## config.mk

```make
export PLATFORM = sky130hd
export DESIGN_NAME = steering_magnet_pid_drive_core_flat
export DESIGN_NICKNAME = d
export VERILOG_FILES = /design/src/hw/rtl/smpd_pkg.sv /design/src/hw/rtl/smpd_if.sv /design/src/hw/rtl/smpd_datapath.sv /design/src/hw/rtl/smpd_ctrl.sv /design/src/hw/rtl/steering_magnet_pid_drive_core.sv /design/src/flat_wrapper.sv
export SDC_FILE = /design/constraint.sdc
export NUM_CORES = 2
export LEC_CHECK = 0
export ABC_CLOCK_PERIOD_IN_PS = 12060
export BUFFER_PORTS_ARGS = -buffer_cell sky130_fd_sc_hd__buf_2
export CAP_MARGIN = 25
export CORE_ASPECT_RATIO = 1.4
export CORE_MARGIN = 5
export CORE_UTILIZATION = 60
export DETAILED_ROUTE_END_ITERATION = 7
export PLACE_DENSITY = 0.84
export SYNTH_ARGS = -nofsm -noshare
export SYNTH_HDL_FRONTEND = slang
export SYNTH_SLANG_ARGS = --single-unit
```

## constraint.sdc

```tcl
create_clock -name clk -period 12.06 [get_ports clk]
set_input_delay 2.412 -clock clk [delete_from_list [all_inputs] [get_ports clk]]
set_output_delay 2.412 -clock clk [all_outputs]
set_load 0.01 [all_outputs]
```

## src/hw/rtl/smpd_pkg.sv

```systemverilog
// shared types and constants for the steering magnet pid drive
`default_nettype none
package smpd_pkg;

    // configuration register indexes
    localparam logic [2:0] CFG_LEFT     = 3'd0;
    localparam logic [2:0] CFG_WIDTH    = 3'd1;
    localparam logic [2:0] CFG_DEADBAND = 3'd2;
    localparam logic [2:0] CFG_GAIN_P   = 3'd3;
    localparam logic [2:0] CFG_GAIN_I   = 3'd4;
    localparam logic [2:0] CFG_GAIN_D   = 3'd5;
    localparam logic [2:0] CFG_DUTY_MIN = 3'd6;
    localparam logic [2:0] CFG_DUTY_MAX = 3'd7;

    // register reset values
    localparam logic [15:0] RST_LEFT     = 16'hFFF9;
    localparam logic [15:0] RST_WIDTH    = 16'd1677;
    localparam logic [14:0] RST_DEADBAND = 15'd614;
    localparam logic [15:0] RST_GAIN_P   = 16'd256;
    localparam logic [15:0] RST_GAIN_I   = 16'd13;
    localparam logic [15:0] RST_GAIN_D   = 16'd2048;
    localparam logic [7:0]  RST_DUTY_MIN = 8'd40;
    localparam logic [7:0]  RST_DUTY_MAX = 8'd255;
    // left extreme plus half the reset width
    localparam logic [15:0] RST_TARGET   = 16'd831;

    // angle mapping constants
    localparam logic [16:0] ANGLE_OFFSET = 17'd4500;
    localparam logic [32:0] ROUND_HALF   = 33'd9000;
    localparam logic [32:0] ROUND_FLOOR  = 33'd8999;
    // divide by 18000: shift out 4 bits (divide by 16), then multiply by 2^40/1125 rounded up
    localparam logic [29:0] RECIP_1125   = 30'd977343670;

    // division width and step count
    localparam int DVD_W = 58;
    localparam logic [5:0] DIV_LAST_STEP = 6'(DVD_W - 1);

    // datapath operations
    typedef enum logic [4:0] {
        OP_NONE,
        OP_LOAD,
        OP_BRAKE,
        OP_SETTLE,
        OP_CMUL,
        OP_CPREP,
        OP_CRECIP,
        OP_DIV,
        OP_CFIN,
        OP_TSUM,
        OP_MP,
        OP_MI,
        OP_MD,
        OP_MACC,
        OP_MLO,
        OP_MHI,
        OP_MCOMB
    } dp_op_t;

    typedef struct packed {
        dp_op_t op;
        logic   tfin;
        logic   out_load;
    } dp_cmd_t;

    typedef struct packed {
        logic is_tick;
        logic brake;
        logic outside;
        logic div_last;
    } dp_status_t;

endpackage
`default_nettype wire

```

## src/hw/rtl/smpd_if.sv

```systemverilog
// handshake channels for items and results
`default_nettype none
interface smpd_item_if;
    logic               valid;
    logic               ready;
    logic               operation;
    logic signed [14:0] angle;
    logic               brake;
    logic signed [15:0] magnet_sample;

    modport source (output valid, operation, angle, brake, magnet_sample, input ready);
    modport sink   (input valid, operation, angle, brake, magnet_sample, output ready);
endinterface

interface smpd_result_if;
    logic               valid;
    logic               ready;
    logic               extend_pin;
    logic               reduce_pin;
    logic [7:0]         duty;
    logic signed [15:0] target_magnet;

    modport source (output valid, extend_pin, reduce_pin, duty, target_magnet, input ready);
    modport sink   (input valid, extend_pin, reduce_pin, duty, target_magnet, output ready);
endinterface
`default_nettype wire

```

## src/hw/rtl/smpd_datapath.sv

```systemverilog
// registers, shared multiplier and serial divider of the pid drive
`default_nettype none
module smpd_datapath
    import smpd_pkg::*;
#(
    parameter int SUM_WIDTH    = 20,
    parameter int SETTLE_TICKS = 3
) (
    input  wire logic               clk,
    input  wire logic               rst_n,
    input  wire logic               cfg_write,
    input  wire logic [2:0]         cfg_index,
    input  wire logic [15:0]        cfg_data,
    input  wire logic               in_operation,
    input  wire logic signed [14:0] in_angle,
    input  wire logic               in_brake,
    input  wire logic signed [15:0] in_magnet_sample,
    input  wire dp_cmd_t            cmd,
    output dp_status_t              status,
    output logic                    res_extend,
    output logic                    res_reduce,
    output logic [7:0]              res_duty,
    output logic signed [15:0]      res_target
);

    localparam logic [2:0] SettleLim = 3'(SETTLE_TICKS);
    localparam logic [SUM_WIDTH-1:0] SumMax = '1;

    // configuration
    logic [15:0] left_reg, width_reg, gain_p_reg, gain_i_reg, gain_d_reg;
    logic [14:0] deadband_reg;
    logic [7:0]  duty_min_reg, duty_max_reg;

    // control state
    logic [15:0]          target_reg;
    logic [SUM_WIDTH-1:0] sum_reg;
    logic [15:0]          prev_reg;
    logic [2:0]           settle_reg;
    logic                 extend_reg, reduce_reg;
    logic [7:0]           duty_reg;

    // working registers
    logic        tick_reg, brake_reg, neg_reg, asign_reg, qneg_reg;
    logic [14:0] absa_reg;
    logic [15:0] mag_reg, diff_reg;
    logic [47:0] prod_reg;
    logic [49:0] acc_reg;
    logic [DVD_W-1:0] dvd_reg;
    logic [23:0] rem_reg, dsr_reg;
    logic [5:0]  cnt_reg;

    // configuration writes
    always_ff @(posedge clk or negedge rst_n)
    begin
        if (!rst_n)
        begin
            left_reg     <= RST_LEFT;
            width_reg    <= RST_WIDTH;
            deadband_reg <= RST_DEADBAND;
            gain_p_reg   <= RST_GAIN_P;
            gain_i_reg   <= RST_GAIN_I;
            gain_d_reg   <= RST_GAIN_D;
            duty_min_reg <= RST_DUTY_MIN;
            duty_max_reg <= RST_DUTY_MAX;
        end
        else if (cfg_write)
        begin
            unique case (cfg_index)
                CFG_LEFT:     left_reg     <= cfg_data;
                CFG_WIDTH:    width_reg    <= cfg_data;
                CFG_DEADBAND: deadband_reg <= cfg_data[14:0];
                CFG_GAIN_P:   gain_p_reg   <= cfg_data;
                CFG_GAIN_I:   gain_i_reg   <= cfg_data;
                CFG_GAIN_D:   gain_d_reg   <= cfg_data;
                CFG_DUTY_MIN: duty_min_reg <= cfg_data[7:0];
                CFG_DUTY_MAX: duty_max_reg <= cfg_data[7:0];
                default:      ;
            endcase
        end
    end

    // input decode: shifted angle and signed error
    logic [16:0] ang_sh;
    logic [16:0] err;
    assign ang_sh = 17'(in_angle) + ANGLE_OFFSET;
    assign err    = {target_reg[15], target_reg} - {in_magnet_sample[15], in_magnet_sample};

    // shared multiplier operand select
    logic [31:0] mul_a;
    logic [15:0] mul_b;
    logic [7:0]  range;
    logic [47:0] mul_p;
    assign range = duty_max_reg - duty_min_reg;
    always_comb
    begin
        mul_a = '0;
        mul_b = '0;
        case (cmd.op)
            OP_CMUL: begin mul_a = 32'(absa_reg);        mul_b = width_reg;   end
            OP_MP:   begin mul_a = 32'(mag_reg);         mul_b = gain_p_reg;  end
            OP_MI:   begin mul_a = 32'(sum_reg);         mul_b = gain_i_reg;  end
            OP_MD:   begin mul_a = 32'(diff_reg);        mul_b = gain_d_reg;  end
            OP_MLO:  begin mul_a = acc_reg[31:0];        mul_b = 16'(range);  end
            OP_MHI:  begin mul_a = 32'(acc_reg[49:32]);  mul_b = 16'(range);  end
            default: ;
        endcase
    end
    assign mul_p = mul_a * mul_b;

    // angle quotient by reciprocal multiply, dividend below 2^33
    logic [58:0] recip_p;
    assign recip_p = 59'(dvd_reg[32:4]) * 59'(RECIP_1125);

    // one restoring division step
    logic [24:0] rem_t, rem_d;
    logic        qbit;
    assign rem_t = {rem_reg, dvd_reg[DVD_W-1]};
    assign rem_d = rem_t - {1'b0, dsr_reg};
    assign qbit  = !rem_d[24];

    // integral term
    logic [SUM_WIDTH:0] sum_add;
    assign sum_add = {1'b0, sum_reg} + (SUM_WIDTH + 1)'(mag_reg);

    // angle numerator prep
    logic [32:0] two_p;
    assign two_p = {prod_reg[31:0], 1'b0};

    // command result: saturated target
    logic [22:0] q_s, t_sum;
    logic [15:0] t_sat;
    assign q_s   = qneg_reg ? (23'd0 - 23'(dvd_reg[20:0])) : 23'(dvd_reg[20:0]);
    assign t_sum = {{7{left_reg[15]}}, left_reg} + q_s;
    always_comb
    begin
        if (!t_sum[22] && (t_sum[21:15] != 7'd0))
            t_sat = 16'h7FFF;
        else if (t_sum[22] && (t_sum[21:15] != 7'h7F))
            t_sat = 16'h8000;
        else
            t_sat = t_sum[15:0];
    end

    // tick result: scaled and clamped duty
    logic [7:0] duty_calc;
    always_comb
    begin
        if (width_reg == 16'd0)
            duty_calc = (duty_max_reg >= duty_min_reg) ? duty_max_reg : duty_min_reg;
        else if (duty_max_reg < duty_min_reg)
            duty_calc = duty_min_reg;
        else if (dvd_reg > DVD_W'(range))
            duty_calc = duty_max_reg;
        else
            duty_calc = duty_min_reg + dvd_reg[7:0];
    end

    // working registers
    always_ff @(posedge clk)
    begin
        case (cmd.op)
            OP_LOAD:
            begin
                tick_reg  <= in_operation;
                brake_reg <= in_brake;
                asign_reg <= ang_sh[16];
                absa_reg  <= ang_sh[16] ? 15'(17'd0 - ang_sh) : ang_sh[14:0];
                neg_reg   <= err[16];
                mag_reg   <= err[16] ? 16'(17'd0 - err) : err[15:0];
            end
            OP_CPREP:
            begin
                if (!asign_reg)
                begin
                    dvd_reg  <= DVD_W'(two_p + ROUND_HALF);
                    qneg_reg <= 1'b0;
                end
                else if (two_p > ROUND_HALF)
                begin
                    dvd_reg  <= DVD_W'(two_p + ROUND_FLOOR);
                    qneg_reg <= 1'b1;
                end
                else
                begin
                    dvd_reg  <= DVD_W'(ROUND_HALF - two_p);
                    qneg_reg <= 1'b0;
                end
            end
            OP_CRECIP:
                dvd_reg <= DVD_W'(recip_p[58:40]);
            OP_DIV:
            begin
                rem_reg <= qbit ? rem_d[23:0] : rem_t[23:0];
                dvd_reg <= {dvd_reg[DVD_W-2:0], qbit};
                cnt_reg <= cnt_reg - 6'd1;
            end
            OP_TSUM:
            begin
                diff_reg <= (mag_reg >= prev_reg) ? (mag_reg - prev_reg) : (prev_reg - mag_reg);
                acc_reg  <= '0;
            end
            OP_MI, OP_MD, OP_MACC:
                acc_reg <= acc_reg + 50'(prod_reg);
            OP_MHI:
                dvd_reg <= DVD_W'(prod_reg);
            OP_MCOMB:
            begin
                dvd_reg <= dvd_reg + {prod_reg[25:0], 32'd0};
                rem_reg <= '0;
                dsr_reg <= {width_reg, 8'd0};
                cnt_reg <= DIV_LAST_STEP;
            end
            default: ;
        endcase
        prod_reg <= mul_p;
        if (cmd.out_load)
        begin
            res_extend <= extend_reg;
            res_reduce <= reduce_reg;
            res_duty   <= duty_reg;
            res_target <= target_reg;
        end
    end

    // controller state
    always_ff @(posedge clk or negedge rst_n)
    begin
        if (!rst_n)
        begin
            target_reg <= RST_TARGET;
            sum_reg    <= '0;
            prev_reg   <= '0;
            settle_reg <= '0;
            extend_reg <= 1'b1;
            reduce_reg <= 1'b1;
            duty_reg   <= '0;
        end
        else
        begin
            case (cmd.op)
                OP_BRAKE:
                begin
                    extend_reg <= 1'b1;
                    reduce_reg <= 1'b1;
                    sum_reg    <= '0;
                end
                OP_CFIN:
                begin
                    target_reg <= t_sat;
                    sum_reg    <= '0;
                end
                OP_SETTLE:
                begin
                    duty_reg   <= '0;
                    extend_reg <= 1'b1;
                    reduce_reg <= 1'b1;
                    if ((settle_reg > SettleLim) || (settle_reg == 3'd7))
                    begin
                        sum_reg    <= '0;
                        settle_reg <= '0;
                    end
                    else
                        settle_reg <= settle_reg + 3'd1;
                end
                OP_TSUM:
                begin
                    extend_reg <= neg_reg;
                    reduce_reg <= !neg_reg;
                    prev_reg   <= mag_reg;
                    sum_reg    <= sum_add[SUM_WIDTH] ? SumMax : sum_add[SUM_WIDTH-1:0];
                end
                default: ;
            endcase
            if (cmd.tfin)
                duty_reg <= duty_calc;
        end
    end

    assign status.is_tick  = tick_reg;
    assign status.brake    = brake_reg;
    assign status.outside  = mag_reg > {1'b0, deadband_reg};
    assign status.div_last = cnt_reg == 6'd0;

endmodule
`default_nettype wire

```

## src/hw/rtl/smpd_ctrl.sv

```systemverilog
// sequencing state machine and result handshake of the pid drive
`default_nettype none
module smpd_ctrl
    import smpd_pkg::*;
(
    input  wire logic       clk,
    input  wire logic       rst_n,
    input  wire logic       in_valid,
    output logic            in_ready,
    output logic            out_valid,
    input  wire logic       out_ready,
    input  wire dp_status_t status,
    output dp_cmd_t         cmd
);

    typedef enum logic [14:0] {
        ST_IDLE   = 15'h0001,
        ST_EVAL   = 15'h0002,
        ST_CPREP  = 15'h0004,
        ST_CRECIP = 15'h0008,
        ST_DIV    = 15'h0010,
        ST_CFIN   = 15'h0020,
        ST_MP     = 15'h0040,
        ST_MI     = 15'h0080,
        ST_MD     = 15'h0100,
        ST_MACC   = 15'h0200,
        ST_MLO    = 15'h0400,
        ST_MHI    = 15'h0800,
        ST_MCOMB  = 15'h1000,
        ST_TFIN   = 15'h2000,
        ST_DONE   = 15'h4000
    } state_t;

    state_t state_reg, state_next;
    logic   out_valid_reg, out_valid_next;
    logic   out_free;

    assign out_free = !out_valid_reg || out_ready;

    // next state and datapath command
    always_comb
    begin
        state_next   = state_reg;
        cmd.op       = OP_NONE;
        cmd.tfin     = 1'b0;
        cmd.out_load = 1'b0;
        unique case (state_reg)
            ST_IDLE:
            begin
                if (in_valid)
                begin
                    cmd.op     = OP_LOAD;
                    state_next = ST_EVAL;
                end
            end
            ST_EVAL:
            begin
                if (!status.is_tick && status.brake)
                begin
                    cmd.op     = OP_BRAKE;
                    state_next = ST_DONE;
                end
                else if (!status.is_tick)
                begin
                    cmd.op     = OP_CMUL;
                    state_next = ST_CPREP;
                end
                else if (status.outside)
                begin
                    cmd.op     = OP_TSUM;
                    state_next = ST_MP;
                end
                else
                begin
                    cmd.op     = OP_SETTLE;
                    state_next = ST_DONE;
                end
            end
            ST_CPREP:
            begin
                cmd.op     = OP_CPREP;
                state_next = ST_CRECIP;
            end
            ST_CRECIP:
            begin
                cmd.op     = OP_CRECIP;
                state_next = ST_CFIN;
            end
            ST_DIV:
            begin
                cmd.op = OP_DIV;
                if (status.div_last)
                    state_next = ST_TFIN;
            end
            ST_CFIN:
            begin
                cmd.op     = OP_CFIN;
                state_next = ST_DONE;
            end
            ST_MP:
            begin
                cmd.op     = OP_MP;
                state_next = ST_MI;
            end
            ST_MI:
            begin
                cmd.op     = OP_MI;
                state_next = ST_MD;
            end
            ST_MD:
            begin
                cmd.op     = OP_MD;
                state_next = ST_MACC;
            end
            ST_MACC:
            begin
                cmd.op     = OP_MACC;
                state_next = ST_MLO;
            end
            ST_MLO:
            begin
                cmd.op     = OP_MLO;
                state_next = ST_MHI;
            end
            ST_MHI:
            begin
                cmd.op     = OP_MHI;
                state_next = ST_MCOMB;
            end
            ST_MCOMB:
            begin
                cmd.op     = OP_MCOMB;
                state_next = ST_DIV;
            end
            ST_TFIN:
            begin
                cmd.tfin   = 1'b1;
                state_next = ST_DONE;
            end
            ST_DONE:
            begin
                if (out_free)
                begin
                    cmd.out_load = 1'b1;
                    state_next   = ST_IDLE;
                end
            end
            default:  state_next = ST_IDLE;
        endcase
    end

    // result beat holding register
    always_comb
    begin
        out_valid_next = out_valid_reg;
        if (out_valid_reg && out_ready)
            out_valid_next = 1'b0;
        if (cmd.out_load)
            out_valid_next = 1'b1;
    end

    always_ff @(posedge clk or negedge rst_n)
    begin
        if (!rst_n)
        begin
            state_reg     <= ST_IDLE;
            out_valid_reg <= 1'b0;
        end
        else
        begin
            state_reg     <= state_next;
            out_valid_reg <= out_valid_next;
        end
    end

    assign in_ready  = state_reg == ST_IDLE;
    assign out_valid = out_valid_reg;

endmodule
`default_nettype wire

```

## src/hw/rtl/steering_magnet_pid_drive_core.sv

```systemverilog
// top level of the steering magnet pid drive
//
//  port     dir   role
//  item     sink  steering command or control tick with magnet sample
//  result   src   bridge direction levels, duty and current target
//  cfg_*    in    register writes, index 0..7
//
// one item at a time: a brake command or a tick inside the deadband goes straight to done,
// a steering command uses a reciprocal multiply for the constant divide, and a tick
// outside the deadband runs the pid terms through the shared 32x16 multiplier and the
// 58-step serial divider
// a finished beat waits in the result register while the next item is accepted
// rst_n resets control state and loads the register reset values
`default_nettype none
module steering_magnet_pid_drive_core
    import smpd_pkg::*;
#(
    parameter int SUM_WIDTH    = 20,
    parameter int SETTLE_TICKS = 3
) (
    input  wire logic        clk,
    input  wire logic        rst_n,
    input  wire logic        cfg_write,
    input  wire logic [2:0]  cfg_index,
    input  wire logic [15:0] cfg_data,
    smpd_item_if.sink        item,
    smpd_result_if.source    result
);

    dp_cmd_t    cmd;
    dp_status_t status;

    // sequencing
    smpd_ctrl u_ctrl (
        .clk       (clk),
        .rst_n     (rst_n),
        .in_valid  (item.valid),
        .in_ready  (item.ready),
        .out_valid (result.valid),
        .out_ready (result.ready),
        .status    (status),
        .cmd       (cmd)
    );

    // arithmetic and state
    smpd_datapath #(
        .SUM_WIDTH    (SUM_WIDTH),
        .SETTLE_TICKS (SETTLE_TICKS)
    ) u_datapath (
        .clk              (clk),
        .rst_n            (rst_n),
        .cfg_write        (cfg_write),
        .cfg_index        (cfg_index),
        .cfg_data         (cfg_data),
        .in_operation     (item.operation),
        .in_angle         (item.angle),
        .in_brake         (item.brake),
        .in_magnet_sample (item.magnet_sample),
        .cmd              (cmd),
        .status           (status),
        .res_extend       (result.extend_pin),
        .res_reduce       (result.reduce_pin),
        .res_duty         (result.duty),
        .res_target       (result.target_magnet)
    );

endmodule
`default_nettype wire
```

## src/flat_wrapper.sv

```systemverilog
// flat-port wrapper written by rule: the top's interface ports become plain ports
module steering_magnet_pid_drive_core_flat import smpd_pkg::*;
#(
    parameter int SUM_WIDTH    = 20,
    parameter int SETTLE_TICKS = 3
)
  (clk, rst_n, cfg_write, cfg_index, cfg_data, item_valid, item_operation, item_angle, item_brake, item_magnet_sample, item_ready, result_valid, result_extend_pin, result_reduce_pin, result_duty, result_target_magnet, result_ready);
  smpd_item_if item_i ();
  smpd_result_if result_i ();
  input  wire logic clk;
  input  wire logic rst_n;
  input  wire logic cfg_write;
  input  wire logic [2:0] cfg_index;
  input  wire logic [15:0] cfg_data;
  input wire logic [$bits(item_i.valid)-1:0] item_valid;
  input wire logic [$bits(item_i.operation)-1:0] item_operation;
  input wire logic [$bits(item_i.angle)-1:0] item_angle;
  input wire logic [$bits(item_i.brake)-1:0] item_brake;
  input wire logic [$bits(item_i.magnet_sample)-1:0] item_magnet_sample;
  output wire logic [$bits(item_i.ready)-1:0] item_ready;
  output wire logic [$bits(result_i.valid)-1:0] result_valid;
  output wire logic [$bits(result_i.extend_pin)-1:0] result_extend_pin;
  output wire logic [$bits(result_i.reduce_pin)-1:0] result_reduce_pin;
  output wire logic [$bits(result_i.duty)-1:0] result_duty;
  output wire logic [$bits(result_i.target_magnet)-1:0] result_target_magnet;
  input wire logic [$bits(result_i.ready)-1:0] result_ready;
  assign item_i.valid = item_valid;
  assign item_i.operation = item_operation;
  assign item_i.angle = item_angle;
  assign item_i.brake = item_brake;
  assign item_i.magnet_sample = item_magnet_sample;
  assign item_ready = item_i.ready;
  assign result_valid = result_i.valid;
  assign result_extend_pin = result_i.extend_pin;
  assign result_reduce_pin = result_i.reduce_pin;
  assign result_duty = result_i.duty;
  assign result_target_magnet = result_i.target_magnet;
  assign result_i.ready = result_ready;
  steering_magnet_pid_drive_core #(.SUM_WIDTH(SUM_WIDTH), .SETTLE_TICKS(SETTLE_TICKS)) u_core (.clk(clk), .rst_n(rst_n), .cfg_write(cfg_write), .cfg_index(cfg_index), .cfg_data(cfg_data), .item(item_i), .result(result_i));
endmodule
```

# --- After elaboration in Yosys (flattened, before gate mapping) ---
# Cells that the tools add are included.
# Widths: inputs -> output; s select.
classes:
  addsub: 19
  n_mul: 2
  magnitude_cmp: 7
  n_eq_ne: 44
  n_mux: 45
  reduce_logical: 37
ops:
  columns: ["op", "n"]
  rows:
  - ["$pmux 58 s5", 1]
  - ["$pmux 15 s14", 1]
  - ["$pmux 32 s6", 1]
  - ["$mux 58", 2]
  - ["$mux 15", 7]
  - ["$pmux 50 s2", 1]
  - ["$pmux 16 s5", 1]
  - ["$add 33x14->34 const B", 2]
  - ["$pmux 5 s13", 1]
  - ["$mux 16", 4]
  - ["$pmux 20 s3", 1]
  - ["$add 58x58->58", 1]
  - ["$gt 58x8->1", 1]
  - ["$mul 29x29->58 const B", 1]
  - ["$add 50x48->50", 1]
  - ["$mul 32x16->48", 1]
  - ["$mux 8", 6]
  - ["$pmux 24 s2", 1]
  - ["$eq 5x4->1 const B", 8]
  - ["$mux 20", 2]
  - ["$sub 14x33->34 const A", 1]
  - ["$gt 33x14->1 const B", 1]
  - ["$sub 16x16->16", 2]
  - ["$sub 25x24->25", 1]
  - ["62 further kinds", 105]
totals:
  reg_bits: 472
  elab_cells: 189

# --- Logic depth before layout (Yosys ltp) ---
depth:
  word_depth: 9
  depth_mapped: 38

# --- Modules after synthesis ---
# From an unflattened synthesis, not the netlist that was laid out.
unflattened:
  cells_unflattened: 6272
  hier_area_um2: 59473.3
by_module_without_submodules:
  columns: ["module", "instances", "cells_each", "area_each_um2", "seq_area_each_um2"]
  rows:
  - ["smpd_datapath", 1, 6158, 58422.3, 12394.4]
  - ["smpd_ctrl", 1, 114, 1051.0, 401.6]

# --- Worst setup path before layout ---
# OpenSTA, ideal clock, no wires.
synth_timing:
  kind: "flip-flop to flip-flop"
  startpoint: "reg u_core.u_ctrl.state_reg[2]"
  endpoint: "reg u_core.u_datapath.prod_reg[41]"
  setup_ns: 0.118
  arrival_time_ns: 8.311
  t_required_ns: 11.942
  slack_ns: 3.631
  path_stages_with_launch: 32
  n_path_buf: 3
  period_less_slack_ns: 8.429
  path_cell_list: "dfrtp_1 > nor4_1 > nand3_1 > or4_1 > clkbuf_1 > nor3_1 > clkbuf_1 > nand2_1 > o211ai_1 > clkbuf_1 > nand2_1 > fa_1 > fa_1 > fa_1 > fa_1 > inv_1 > fa_1 > inv_1 > fa_1 > inv_1 > ha_1 > a21o_1 > a21o_1 > a2111o_1 > a21o_1 > a21oi_1 > o211ai_1 > o211ai_1 > nand4b_1 > a21oi_1 > a21oi_1 > xnor2_1"
synth_via:
  elab_chain_len: 6
synth_lines:
  columns: ["item", "line", "text"]
  rows:
  - ["start, declared", "smpd_ctrl.sv:34", "state_t state_reg, state_next;"]
  - ["start signal, assigned", "smpd_ctrl.sv:171", "state_reg <= state_next;"]
  - ["$eq 15x13->1, or another cell as far along", "smpd_ctrl.sv:47", "unique case (state_reg)"]
  - ["$pmux 5 s13 *", "smpd_ctrl.sv:47", null]
  - ["$eq 5x4->1", "smpd_datapath.sv:98", "case (cmd.op)"]
  - ["$reduce_or 2->1 (no source line)", null, null]
  - ["$pmux 16 s5", "smpd_datapath.sv:98", null]
  - ["$mul 32x16->48 *", "smpd_datapath.sv:108", "assign mul_p = mul_a * mul_b;"]
  - ["via u_core.u_datapath.mul_p[41]", "smpd_datapath.sv:92", "logic [47:0] mul_p;"]
  - ["end signal, assigned", "smpd_datapath.sv:215", "prod_reg <= mul_p;"]
  - ["end, declared", "smpd_datapath.sv:46", "logic [47:0] prod_reg;"]
# Mark *: on every way through the listed nets, which the timed path passes. The rest lies on a longest branch.
# A chain may end at the register's enable or synchronous reset.

# --- Worst setup path in the final report ---
layout_timing:
  startpoint: "reg u_core.u_ctrl.state_reg[1]"
  endpoint: "reg u_core.u_datapath.prod_reg[39]"
# Same word-level chain as after synthesis.

==> results_dict.tcl <==
set metrics [dict create \
    number_of_placed_instances_with_taps_included 7434 \
    yosys_register_bits 472 \
    vdd_ir_drop_max_mv 0.255 \
    finalHoldViolations 0 \
    met2_wirelength_um 84300 \
    post-route-period-util 0.837 \
    number_of_global_route_vias_before_repair 49863 \
    cts_htree_levels 2 \
    avgRoutedWirePerCell_um 23.4 \
    multi_input_area_um2 41400 \
    number_of_fill_cells_in_the_layout 7448 \
    min_path_cells 1 \
    synth_enable_flop_cells 232 \
    globalRoute.totalOverflow 0 \
    dr.pass1.iters 8 \
    layout.cells.most_common "sky130_fd_sc_hd__inv_1" \
    io_buffer_count 84 \
    route.detailed.drc 27 \
    leakage_nw 29.5 \
    synth_largest_area_cell "sky130_fd_sc_hd__fa_1" \
    routabilityCongestion 1.05 \
    via_per_inst 6.22 \
    worstPathRequired_ps 12640 \
    post_synthesis_mean_instance_area_um2 9.60 \
    horiz_die_dim_um 273 \
    final_nets 7646 \
    report.final.setup_viol 0 \
    synth_top_flop_cell "sky130_fd_sc_hd__edfxtp_1" \
    clk_buf_depth 3 \
    cpMaxStageDelayCell "sky130_fd_sc_hd__a221o_1" \
    num_io_pins 85 \
    timing.critical_path.from_type "flop" \
    fmax_mhz 99.0 \
    floorplan.die_area_um2 103000 \
    worstSetupEndpointType "flop" \
    fin_max_slew_vios 0 \
    rsz_0062_raised_after_global_routing "no" \
    reg2reg_depth 28 \
    final_cells 7529 \
    die_y_um 378 \
    post_synth_num_cell_types 85 \
    insertion_delay_ps 650 \
    power_density_nw_per_um2 162 \
    detail_route.wirelength.met1_um 57900 \
    grt_start_max_net_pins 112 \
    worstPathMaxFanout 21 \
    met3WireLength_um 14200 \
    grt_pass1_wl_um 274000 \
    post-cts-setup-buffers 0 \
    worst-endpoint-arrival_ps 10670 \
    fin_worst_skew_ps 55.3 \
    netlist_top_cells_area "sky130_fd_sc_hd__fa_1 24%, sky130_fd_sc_hd__ha_1 15%, sky130_fd_sc_hd__edfxtp_1 12%" \
    cts.root.buffer_cell "sky130_fd_sc_hd__clkbuf_16" \
    initial_antenna_violation_count 4 \
    post-synth-top-area-fraction 0.237 \
    layout-area-overhead-vs-synth_pct 7.24 \
    regArea_um2 12800 \
    critical_path_class "flop to flop" \
    worst_pin_slew_ps 1070 \
    clock-sinks 472 \
    post_cts_resized 0 \
    ant_nets 0 \
    ctsHoldBuffers 0 \
    synthArstFlopShare 0.407 \
    post_synth_instance_area_um2 58100 \
    grt_use_total 0.342 \
    tritoncts "yes" \
    total_clock_buffers_created_by_cts 48 \
    failed_checks "DRC" \
    path_clk_slew_ps 70 \
    max_cap_viol 0 \
    relSlewSlack 0.285 \
    synth_warnings 0 \
    post_dp_hpwl_um 139000 \
    rows 135 \
    layout-drive-gt1-share 0.0741 \
    wirelength_um 176000 \
    cells_after_synth 6053 \
    synth_sequential_area_ratio 0.220 \
    outcome "finished, violations left" \
    routed-via-count 46823 \
    core_area_um2 96400 \
    min_path_type "flop to flop" \
    dr.first_iter.drc_count 4159 \
    critical-path-top-cell-by-count "sky130_fd_sc_hd__fa_1" \
    period_minus_slack_ps 10100 \
    timing.setup.tns_ps 0 \
    largest_register_ffs 58 \
    top_layer_used "met5" \
    starting_density 0.603 \
    commonest_cells_after_routing_fill_and_taps_aside "978 x sky130_fd_sc_hd__inv_1, 716 x sky130_fd_sc_hd__ha_1, 687 x sky130_fd_sc_hd__fa_1" \
    critPathMaxStageDelay_ps 830 \
]
worst max-delay path, delay by kind of cell, from the launching register on:
family | cells | cell delay, ps
AND/OR/NAND/NOR | 8 | 2540
AO/OA/AOI/OAI | 9 | 3340
flip-flops | 1 | 430
adder cells (fa/ha/maj) | 7 | 3410
buffers and inverters | 3 | 180
XOR/XNOR | 1 | 150
per-layer routing:
metal  global-route usage  vias to the layer above
li1                     -                    20612
met1                0.361                    22871
met2                0.582                     2357
met3               0.0679                      981
met4                0.298                        2
met5              0.00191                        -
power by group:
| group | switching (W) | leakage [nW] | internal [W] |
|---|---|---|---|
| logic | 0.00345 | 23.8 | 0.00248 |
| clock network | 0.000727 | 0.826 | 0.000928 |
| registers | 0.000453 | 4.82 | 0.00207 |
synth_stat cells, types with 30 or more instances:
cell type / number
sky130_fd_sc_hd__and3_1: 31
sky130_fd_sc_hd__clkbuf_1: 163
sky130_fd_sc_hd__dfrtp_1: 141
sky130_fd_sc_hd__a31oi_1: 36
sky130_fd_sc_hd__o21ai_0: 224
sky130_fd_sc_hd__nor2_1: 478
sky130_fd_sc_hd__a21oi_1: 271
sky130_fd_sc_hd__nand2b_1: 55
sky130_fd_sc_hd__nor3_1: 56
sky130_fd_sc_hd__o21a_1: 49
sky130_fd_sc_hd__edfxtp_1: 232
sky130_fd_sc_hd__a21o_1: 140
sky130_fd_sc_hd__a22oi_1: 42
sky130_fd_sc_hd__xor2_1: 110
sky130_fd_sc_hd__and2_1: 42
sky130_fd_sc_hd__dfxtp_1: 48
sky130_fd_sc_hd__nor2b_1: 45
sky130_fd_sc_hd__nand3_1: 138
sky130_fd_sc_hd__dfstp_2: 51
sky130_fd_sc_hd__xnor2_1: 183
sky130_fd_sc_hd__nand2_1: 450
sky130_fd_sc_hd__nor4_1: 30
sky130_fd_sc_hd__inv_1: 978
sky130_fd_sc_hd__a222oi_1: 35
sky130_fd_sc_hd__o21bai_1: 38
sky130_fd_sc_hd__ha_1: 716
sky130_fd_sc_hd__mux2_2: 104
sky130_fd_sc_hd__and4_1: 30
sky130_fd_sc_hd__fa_1: 687
sky130_fd_sc_hd__mux2i_1: 32
sky130_fd_sc_hd__nand4_1: 59
area by class of cell:
cell class / count / area share
Antenna cell: 3 / 0.000120
Inverter: 980 / 0.0590
Multi-Input combinational cell: 4512 / 0.664
Clock inverter: 34 / 0.00702
Sequential cell: 472 / 0.205
Tap cell: 1301 / 0.0261
Clock buffer: 55 / 0.0200
Timing Repair Buffer: 172 / 0.0182
cells by family (layout without fill, tap and decap cells):
logic type	Yosys count	in the layout	synth area share
other	2	99	0.000129
adders and majority gates	1403	1403	0.391
and+or+nand+nor	1498	1498	0.120
muxes	136	136	0.0257
xor gates and xnor gates	293	293	0.0441
AOI/OAI and AO/OA	1086	1086	0.124
DFF	472	472	0.220
buffers and inverters	1163	1241	0.0753
through the flow:
step	power [W]	hold slack, ps	worst slack, ps	area (um2)	util
floorplan	0.00665	385	3630	58500	-
global placement	0.00803	390	2270	60600	0.628
detailed placement	0.00822	415	2120	60600	0.628
CTS	0.00990	428	2130	62300	0.646
global route	0.0109	464	1510	62300	0.646
finish	0.0101	437	1960	62300	0.646
path summary, 6_finish.rpt:
path / to / slack [ps] / startpoint
setup / recovery: u_core.u_datapath.prod_reg[39]$_DFF_P_ / 1960 / u_core.u_ctrl.state_reg[1]$_DFFE_PN0P_
hold / removal: u_core.u_datapath.reduce_reg$_DFFE_PN1P_ / 440 / u_core.u_datapath.neg_reg$_DFFE_PN_
setup reg to reg: u_core.u_datapath.prod_reg[39]$_DFF_P_ / 1960 / u_core.u_ctrl.state_reg[1]$_DFFE_PN0P_
hold reg to reg: u_core.u_datapath.reduce_reg$_DFFE_PN1P_ / 440 / u_core.u_datapath.neg_reg$_DFFE_PN_
max in group asynchronous: u_core.u_ctrl.state_reg[0]$_DFFE_PN1P_ / 8890 / rst_n
min in group asynchronous: u_core.u_datapath.prev_reg[6]$_DFFE_PN0P_ / 1890 / rst_n
Note: power is estimated with default switching activity, not from simulation.
